### src/rtl/alpl_pkg.sv
// ----------------------------------------------------------------------------
// alpl_pkg
// Shared types, codes and widths for the arc length parameter lookup.
// ----------------------------------------------------------------------------
package alpl_pkg;

    localparam int unsigned MAX_SAMPLES_DEF = 4096;

    localparam int unsigned U_W     = 17;
    localparam int unsigned DIST_W  = 32;
    localparam int unsigned IDX_W   = 12;
    localparam int unsigned CNT_W   = 13;
    localparam int unsigned OFF_W   = 25;
    localparam int unsigned CFG_W   = 32;
    localparam int unsigned CFG_IW  = 3;
    localparam int unsigned PROD_W  = U_W + DIST_W;
    localparam int unsigned DEN_W   = PROD_W;
    localparam int unsigned REM_W   = DEN_W + 1;
    localparam int unsigned NUM_W   = PROD_W + 2;

    localparam logic [U_W-1:0] ONE_Q16 = 17'h10000;

    localparam logic [CFG_IW-1:0] CFG_MODE    = 3'd0;
    localparam logic [CFG_IW-1:0] CFG_REVERSE = 3'd1;
    localparam logic [CFG_IW-1:0] CFG_OFFSET  = 3'd2;
    localparam logic [CFG_IW-1:0] CFG_STATIC  = 3'd3;
    localparam logic [CFG_IW-1:0] CFG_COUNT   = 3'd4;

    localparam logic [1:0] MODE_PARAM   = 2'd0;
    localparam logic [1:0] MODE_PERCENT = 2'd1;
    localparam logic [1:0] MODE_FIXED   = 2'd2;

    localparam logic CMD_LOAD  = 1'b0;
    localparam logic CMD_QUERY = 1'b1;

    localparam logic [1:0] ST_OK   = 2'd0;
    localparam logic [1:0] ST_ZERO = 2'd1;
    localparam logic [1:0] ST_SAT  = 2'd2;

    typedef struct packed {
        logic              cmd;
        logic [IDX_W-1:0]  entry_index;
        logic [DIST_W-1:0] entry_distance;
        logic [U_W-1:0]    u_in;
        logic [U_W-1:0]    v_in;
    } t_item;

    typedef struct packed {
        logic [U_W-1:0] u_out;
        logic [U_W-1:0] v_out;
        logic [1:0]     status;
    } t_result;

    typedef struct packed {
        logic             start;
        logic [REM_W-1:0] num;
        logic [DEN_W-1:0] den;
    } t_div_req;

    typedef struct packed {
        logic           done;
        logic [U_W-1:0] quot;
    } t_div_rsp;

endpackage

### src/rtl/alpl_divider.sv
// ----------------------------------------------------------------------------
// alpl_divider
// Restoring divider, one quotient bit per cycle: floor(num * 65536 / den)
// for num below twice den.
// ----------------------------------------------------------------------------
module alpl_divider
    import alpl_pkg::*;
(
    input  logic     i_clk,
    input  logic     i_rst_n,
    input  t_div_req i_req,
    output t_div_rsp o_rsp
);

    logic [REM_W-1:0] r_rem;
    logic [REM_W-1:0] r_den;
    logic [U_W-1:0]   r_q;
    logic [4:0]       r_cnt;
    logic             r_run;
    logic             r_done;

    logic             w_ge;
    logic [REM_W-1:0] w_sub;

    assign w_ge  = r_rem >= r_den;
    assign w_sub = w_ge ? r_rem - r_den : r_rem;

    always_ff @(posedge i_clk) begin
        if (!i_rst_n) begin
            r_run  <= 1'b0;
            r_done <= 1'b0;
            r_cnt  <= '0;
        end else begin
            r_done <= 1'b0;
            if (i_req.start) begin
                r_run <= 1'b1;
                r_cnt <= 5'(U_W);
            end else if (r_run) begin
                r_cnt <= r_cnt - 5'd1;
                if (r_cnt == 5'd1) begin
                    r_run  <= 1'b0;
                    r_done <= 1'b1;
                end
            end
        end
    end

    always_ff @(posedge i_clk) begin
        if (i_req.start) begin
            r_rem <= i_req.num;
            r_den <= {1'b0, i_req.den};
            r_q   <= '0;
        end else if (r_run) begin
            r_rem <= {w_sub[REM_W-2:0], 1'b0};
            r_q   <= {r_q[U_W-2:0], w_ge};
        end
    end

    assign o_rsp.done = r_done;
    assign o_rsp.quot = r_q;

    a_done_after_run: assert property (@(posedge i_clk) disable iff (!i_rst_n)
        r_done |-> $past(r_run))
        else $error("divider done without a running division");

endmodule

### config.mk
export PLATFORM = sky130hd
export DESIGN_NAME = alpl_divider
export DESIGN_NICKNAME = d
export VERILOG_FILES = /design/src/rtl/alpl_pkg.sv /design/src/rtl/alpl_divider.sv
export SDC_FILE = /design/constraint.sdc
export NUM_CORES = 1
export LEC_CHECK = 0
export BUFFER_PORTS_ARGS = -buffer_cell sky130_fd_sc_hd__clkbuf_2
export CAP_MARGIN = 5
export CELL_PAD_IN_SITES_DETAIL_PLACEMENT = 1
export CELL_PAD_IN_SITES_GLOBAL_PLACEMENT = 1
export CORE_ASPECT_RATIO = 1.5
export CORE_MARGIN = 2
export CORE_UTILIZATION = 48
export DETAILED_ROUTE_END_ITERATION = 6
export PLACE_DENSITY = 0.95
export SLEW_MARGIN = 20
export SYNTH_ARGS = -nofsm -noshare
export SYNTH_HDL_FRONTEND = slang
export SYNTH_SLANG_ARGS = --single-unit
### constraint.sdc
create_clock -name i_clk -period 9.5 [get_ports i_clk]
set_input_delay 1.425 -clock i_clk [delete_from_list [all_inputs] [get_ports i_clk]]
set_output_delay 1.425 -clock i_clk [all_outputs]
set_load 0.02 [all_outputs]
# Yosys cells after proc, flatten, opt, wreduce, memory -nomap -nowiden
# Index checks and enable logic that the tools add are counted.
[totals]
register_bits = 123
input_bits = 102
[op_classes]
n_addsub = 2
muxes = 9
reduce_logical = 3
eq_ne = 1
magnitude_cmp = 1
bitwise = 2
[op_table]
columns = ["op", "count"]
rows = [
  ["$mux W50", 2],
  ["$ge A50 B49 Y1", 1],
  ["$mux W49", 1],
  ["$sub A49 B49 Y49", 1],
  ["$mux W5", 2],
  ["$eq A5 B1 Y1 const B", 1],
  ["$sub A5 B1 Y5 const B", 1],
  ["$mux W1", 4],
  ["$reduce_or A3 Y1", 1],
  ["$not A1 Y1", 2],
  ["$reduce_bool A2 Y1", 1],
  ["$reduce_or A2 Y1", 1],
]

# Logic depth before layout (Yosys ltp)
# Gate-level depths: netlist (run 1).
[logic_depth]
word_depth = 4
ltp_mapped = 15
depth_no_buf = 13

# Worst setup path before layout (run 1)
# No wires, ideal clock.
[synth_timing]
kind = "input -> register"
from = "input port i_req[99] (netlist bit)"
to = "register r_rem[0] (enable)"
arrival_time_ns = 2.881
slack_ns = 6.233
required_time_ns = 9.114
stages = 4
setup_time_ns = 0.386
cell_sequence = "buf_2 clkbuf_1 clkbuf_1 or2_2"
[synth_between]
elab_chain_cells = 1
[synth_rtl]
columns = ["item", "line", "text"]
rows = [
  ["from (decl)", "alpl_divider.sv:11", "input t_div_req i_req,"],
  ["$reduce_bool A2 Y1 (no source line)", "-", ""],
  ["to (signal assigned)", "alpl_divider.sv:50", "r_rem <= i_req.num;"],
  ["to (signal assigned)", "alpl_divider.sv:54", "r_rem <= {w_sub[REM_W-2:0], 1'b0};"],
  ["to (decl)", "alpl_divider.sv:15", "logic [REM_W-1:0] r_rem;"],
]
# No other way between the ends.
# A chain may end at the register's enable or synchronous reset.

# Worst setup path in the final report (run 1)
[layout_timing]
from = "register r_rem[0]"
to = "register r_rem[47], data pin"
[layout_between]
elab_chain_cells = 4
[layout_rtl]
columns = ["item", "line", "text"]
rows = [
  ["$sub A49 B49 Y49 or $ge A50 B49 Y1 (tied branches)", "alpl_divider.sv:26, alpl_divider.sv:25", ""],
  ["$mux W49 *", "alpl_divider.sv:26", "assign w_sub = w_ge ? r_rem - r_den : r_rem;"],
  ["$mux W50 *", "alpl_divider.sv:53", "end else if (r_run) begin"],
  ["$mux W50 *", "alpl_divider.sv:49", "if (i_req.start) begin"],
]
# Mark *: on every way between the ends. The rest lies on a longest branch, timed or not. The select of a mux whose other input is x is not followed.

==> metrics.cfg, run 1 <==
[yosys]
yosysWarnings = 0
syn-cell-area_um2 = 8140
async_reset_ff_share_pct = 0
synth_top_area_share_pct = 36.5
syn-instance-count = 838
synth_ff_type = edfxtp_1
syn_avg_cell_area_um2 = 9.72
ys_top_cells_by_area = edfxtp_1 37%, ha_1 7.8%, dfxtp_1 5.9%, nand2_1 3.3%, a21oi_1 3.2%
syn_nets = 992
ys_ff_latch = 123
synth_cell_types = 67
post-synth-top-area-cell = edfxtp_1
synth_edf_count = 99
ys_seq_area_share_pct = 42.4

[clocking]
clock_latency_ns = 0.43
cts_root_buf = clkbuf_16
cts_resized = 0
cts.sinks = 123
htreeDepth = 4
cts.clk_slew.worst_paths_ns = 0.06
ctsHoldBuffers = 0
cts_setup_buffers = 0
cts_buffers = 17
cts_buffer_depth = 2
tritoncts = done

[routing]
vias_per_cell = 6.05
first_pass_iters = 4
drc_errors = 0
ant_nets = 0
wl_met1_mm = 8.87
dr.max_layer_used = met4
wl_met2_mm = 12.5
postRouteWirelength_mm = 23.2
drt_iter0_markers = 325
met3_length_um = 894
vias = 6959
wire_per_inst_um = 20.2

[worst_setup_path]
r2r-end = r_rem[47]
crit_type = reg -> reg
r2r_slack_ns = 5.37
arrival_ns = 4.31
startpoint_type = flip-flop
worstPathMaxFanout = 48
cp.required_ns = 9.68
r2r_start = r_rem[0]
r2r_cells = 14
cp-end-kind = flip-flop

[pwr]
powerDensity_nw_per_um2 = 266
p_leak_nw = 4.04
vdd_ir_drop_max_uv = 147
p_total_w = 0.00249

[timing]
fmax_mhz = 242
slew-limit-headroom_pct = 40.5
rsz0062_at_grt = no
finalSetupViolCount = 0
fin_crit_sh_pct = 43.5
period_needed_ns = 4.13
hold_violations = 0
drv_slew = 0
worst-slew-pin-transition_ns = 0.892
fin_ws_ns = 5.37
finalSetupTns_ns = 0
skew_ns = 0.0111

[die]
chipWidth_um = 110
core_area_um2 = 16700
ios = 120
die-area_um2 = 18000
die_h_um = 164
start_util_pct = 48.8
fp-row-count = 58

[placed_design]
port_buffers = 119
pre_cts_ws_ns = 5.46
dp_hpwl_mm = 16.3
gp_congestion = 0.937

[layout]
num-nets-final = 1082
layout-drive-gt1-share_pct = 18.2
synthToLayoutAreaGrowth_pct = 15.0
final_cell_mix = 119 x clkbuf_2, 99 x edfxtp_1, 71 x nand2_1
diodes = 0
final_common_cell = clkbuf_2

[hold_path]
min_to = r_cnt[1]
hp-start = r_cnt[1]
holdPathStages = 2
hp-class = reg -> reg

[grt]
grt_max_degree = 109
antenna_found_initial = 0
grt_pass1_wl_mm = 37.5
grt_overflow = 0
grt_usage_pct = 26.8
grt_pass1_vias = 7616

[run_status]
status = finished, final reports clean

[flow_run]
max_cap_violations = 0

flip-flops by register name, indices dropped and copies added, names as in the netlist:
signal	count
r_rem	50
r_den	49
r_q	17
r_cnt	5
r_done	1
r_run	1
cells by family (layout without fill, tap and decap cells):
logic type | after synthesis | in the layout | share of synthesized area, %
compound gates | 219 | 219 | 19.0
xor+xnor | 46 | 46 | 4.95
fa+ha+maj | 52 | 52 | 8.08
buf+inv | 119 | 222 | 6.31
flops | 123 | 123 | 42.4
mux | 24 | 24 | 3.00
simple gates | 255 | 255 | 16.3
cells in the mapped netlist, types with 8 or more instances:
library cell and number:
edfxtp_1 99, nand2_1 71, inv_1 66, a21oi_1 52, ha_1 51, nor2_1 48, o21ai_0 33, clkbuf_1 31
nand3b_1 25, o311ai_0 25, dfxtp_1 24, xnor2_1 24, a21o_1 23, xor2_1 22, mux2i_1 21, nor3_1 19
nand3_1 17, a221o_1 16, nor2b_1 15, nand4_1 14, and3b_1 8, o21a_1 8
power breakdown:
part	leakage, nW	internal, W	total [W]	switching, W
Sequential	1.19	0.000701	0.000752	0.0000506
Combinational	2.56	0.000418	0.00109	0.000668
Clock	0.298	0.000381	0.000652	0.000271
Total	4.04	0.00150	0.00249	0.000989
per-layer routing:
layer / track usage (%) / vias to the layer above
met4: 12.6 / 0
met5: 0 / -
met1: 28.6 / 3444
met2: 49.1 / 163
met3: 5.91 / 61
li1: - / 3291
worst max-delay path by stage:
stage,endpoint,cells past startpoint,slack [ns],from
after floorplan,r_rem[0],4,6.23,i_req[99]
after global placement,r_rem[47],14,5.68,r_rem[0]
after detailed placement,r_rem[47],14,5.46,r_rem[0]
after CTS,r_rem[47],14,5.34,r_rem[0]
after global routing,r_rem[47],14,5.00,r_rem[0]
final,r_rem[47],14,5.37,r_rem[0]
layout make-up:
type,count,area (um2)
Sequential cell,123,3450
Clock inverter,11,93.8
Tap cell,210,263
Fill cell,1960,7320
Multi-Input combinational cell,596,4180
Clock buffer,21,494
Inverter,66,248
Timing Repair Buffer,124,639
stage by stage:
step / utilization [%] / cell area [um2] / hold slack [ns] / cells
after detailed placement: 52.6 / 8780 / 0.501 / 1119
after global routing: 56.1 / 9370 / 0.540 / 1151
after global placement: 52.6 / 8780 / 0.478 / 1119
after floorplan: - / 8140 / 0.468 / 838
final: 56.1 / 9370 / 0.502 / 1151
after CTS: 56.1 / 9370 / 0.506 / 1151
critical path, stage by stage (launching register included):
cell and delay (ns):
edfxtp_1 0.37, inv_1 0.10, ha_1 0.18, inv_1 0.07
fa_1 0.42, a21oi_1 0.29, o211ai_1 0.12, a31oi_1 0.33
a2111oi_1 0.16, o21ai_0 0.20, nand3_1 0.19, a211oi_4 0.29
buf_4 0.48, mux2_2 0.40, mux2_2 0.27
No activity file was read; power rests on OpenSTA's default activity.
==> inputs of run 2 (changes only) <==
Settings changed: CORE_UTILIZATION 48 to 41, PLACE_DENSITY 0.95 to 0.89.
Clock period 9.5 ns to 3.78 ns, I/O delays scaled along.
==> metrics.cfg, run 2 (synthesis results as in run 1) <==
[pwr]
p_leak_nw = 4.16  ; +3.0%
powerDensity_nw_per_um2 = 666  ; +150%
vdd_ir_drop_max_uv = 404  ; +170%
p_total_w = 0.00645  ; +160%

[grt]
antenna_found_initial = 0  ; unchanged
grt_overflow = 0  ; unchanged
grt_usage_pct = 22.5  ; -4.3 points
grt_pass1_vias = 7437  ; -2.4%
grt_max_degree = 92  ; -16%
grt_pass1_wl_mm = 37.3  ; -0.72%

[layout]
final_common_cell = clkbuf_2
top_regs = r_rem x50, r_den x49, r_q x17
fin_util_pct = 49.4  ; -6.8 points
num-nets-final = 1096  ; +1.3%
regMostFlops = r_rem
synthToLayoutAreaGrowth_pct = 19.0
diodes = 0  ; unchanged
layout-drive-gt1-share_pct = 20.1  ; +1.9 points
final_cell_mix = 118 x clkbuf_2, 99 x edfxtp_1, 71 x nand2_1
largest_reg_flops = 50  ; unchanged

[worst_setup_path]
crit_chain = inv_1, ha_1, inv_1, fa_1, a21oi_2, o211ai_1, a31oi_2, a2111oi_2, o21ai_0, nand3_1, a211oi_4, buf_12, nor2_2, a221o_1
max_stage_delay_ns = 0.42  ; -0.06 ns
critical_path.slowest_cell = fa_1
path_common_cell = inv_1
arrival_ns = 3.73  ; -0.58 ns
endpoint = r_rem[48]
crit_type = reg -> reg
r2r_cells = 14  ; unchanged
r2r_start = r_rem[0]
cp-end-kind = flip-flop
r2r_slack_ns = 0.23  ; -5.14 ns
worstPathMaxFanout = 16  ; -67%
startpoint_type = flip-flop
r2r-end = r_rem[48]
critical_path.startpoint = r_rem[0]
cp.required_ns = 3.96  ; -5.72 ns

[clocking]
ctsHoldBuffers = 0  ; unchanged
htreeDepth = 4  ; unchanged
cts_buffer_depth = 2  ; unchanged
clock_latency_ns = 0.43  ; about the same
tritoncts = done
cts.clk_slew.worst_paths_ns = 0.06  ; about the same
cts_buffers = 17  ; unchanged
cts_root_buf = clkbuf_16
cts.sinks = 123  ; unchanged

[placed_design]
dp_hpwl_mm = 16.7  ; +2.6%
port_buffers = 119  ; unchanged
gp_congestion = 0.884  ; -5.7%

[die]
die-area_um2 = 21000  ; +17%
die_h_um = 177  ; +8.0%
core_area_um2 = 19600  ; +18%
chipWidth_um = 119  ; +7.9%
fp-row-count = 63  ; +8.6%
start_util_pct = 41.5  ; -7.3 points
ios = 120  ; unchanged

[routing]
first_pass_iters = 6  ; +2
postRouteWirelength_mm = 23.6  ; +1.5%
drc_errors = 0  ; unchanged
wire_per_inst_um = 19.4  ; -3.9%
drt_iter0_markers = 348  ; +7.1%
ant_nets = 0  ; unchanged
vias_per_cell = 5.73  ; -5.2%
vias = 6963  ; +0.057%

[timing]
fmax_mhz = 282  ; +16%
worst-slew-pin-transition_ns = 0.624  ; -0.268 ns
fin_crit_sh_pct = 93.9  ; +50 points
skew_ns = 0.00938  ; -0.00174 ns
period_needed_ns = 3.55  ; -0.581 ns
hold_violations = 0  ; unchanged
drv_slew = 0  ; unchanged
finalSetupViolCount = 0  ; unchanged
slew-limit-headroom_pct = 58.0  ; +18 points

[flow_run]
max_cap_violations = 0  ; unchanged

[hold_path]
hp-class = in -> reg

[run_status]
status = finished, final reports clean

[run 2: repair_timing]
action / in CTS / in global routing
setup endpoints to repair: 1 / 46
gates resized for setup: 0 / 8
setup buffers: 0 / 1
cloned: 1 / 1
hold endpoints to repair: 0 / 0
pin swaps: 0 / 1
[run 2: how the worst min path moves through the flow]
stage          cells past startpoint   endpoint      start
2_1_floorplan                      2   r_cnt[1]   r_cnt[1]
3_3_place_gp                       2    r_q[16]    r_q[16]
3_5_place_dp                       2    r_q[16]    r_q[16]
4_1_cts                            1  r_den[44]  i_req[44]
5_1_grt                            1  r_den[41]  i_req[41]
6_report                           1  r_den[46]  i_req[46]
[run 2: layout make-up]
type / count / area (um2)
multi-input combinational: 596 / 4230
clock buffer: 23 / 532
inverter: 66 / 248
clock inverter: 9 / 67.6
timing repair buffer: 138 / 837
fill: 2249 / 9940
tap: 260 / 325
sequential: 123 / 3450
[run 2: per-stage QoR]
| step | hold WS [ns] | cells | cell area, um2 | TNS [ns] | worst slack, ns |
|---|---|---|---|---|---|
| 2_1_floorplan | 0.468 | 838 | 8140 | 0 | 0.553 |
| 3_3_place_gp | 0.474 | 1180 | 8970 | 0 | 0.134 |
| 3_5_place_dp | 0.484 | 1180 | 8970 | 0 | 0.000183 |
| 4_1_cts | 0.291 | 1213 | 9610 | 0 | 0.0550 |
| 5_1_grt | 0.296 | 1215 | 9690 | -0.00980 | -0.00654 |
| 6_report | 0.308 | 1215 | 9690 | 0 | 0.230 |
[run 2: power by group]
| group | leakage, nW | switching, W | internal [W] | total (W) |
|---|---|---|---|---|
| clock | 0.301 | 0.000654 | 0.000999 | 0.00165 |
| sequential | 1.19 | 0.000137 | 0.00176 | 0.00190 |
| combinational | 2.68 | 0.00171 | 0.00119 | 0.00290 |
| total | 4.16 | 0.00250 | 0.00395 | 0.00645 |
[run 2: worst max-delay path: cells and delay by family (launching register included)]
family                   cells  cell delay [ns]
AND/OR/NAND/NOR              2             0.30
AO/OA/AOI/OAI                7             1.65
flip-flops                   1             0.36
buffers and inverters        3             0.38
adder cells (fa/ha/maj)      2             0.59
[run 2: per-layer routing]
metal | share of wire, % | track usage, % | vias to the layer above
li1 | - | - | 3314
met1 | 39 | 24.2 | 3424
met2 | 54 | 41.6 | 171
met3 | 3.8 | 4.74 | 54
met4 | 3.6 | 11.1 | 0
met5 | 0 | 0 | -
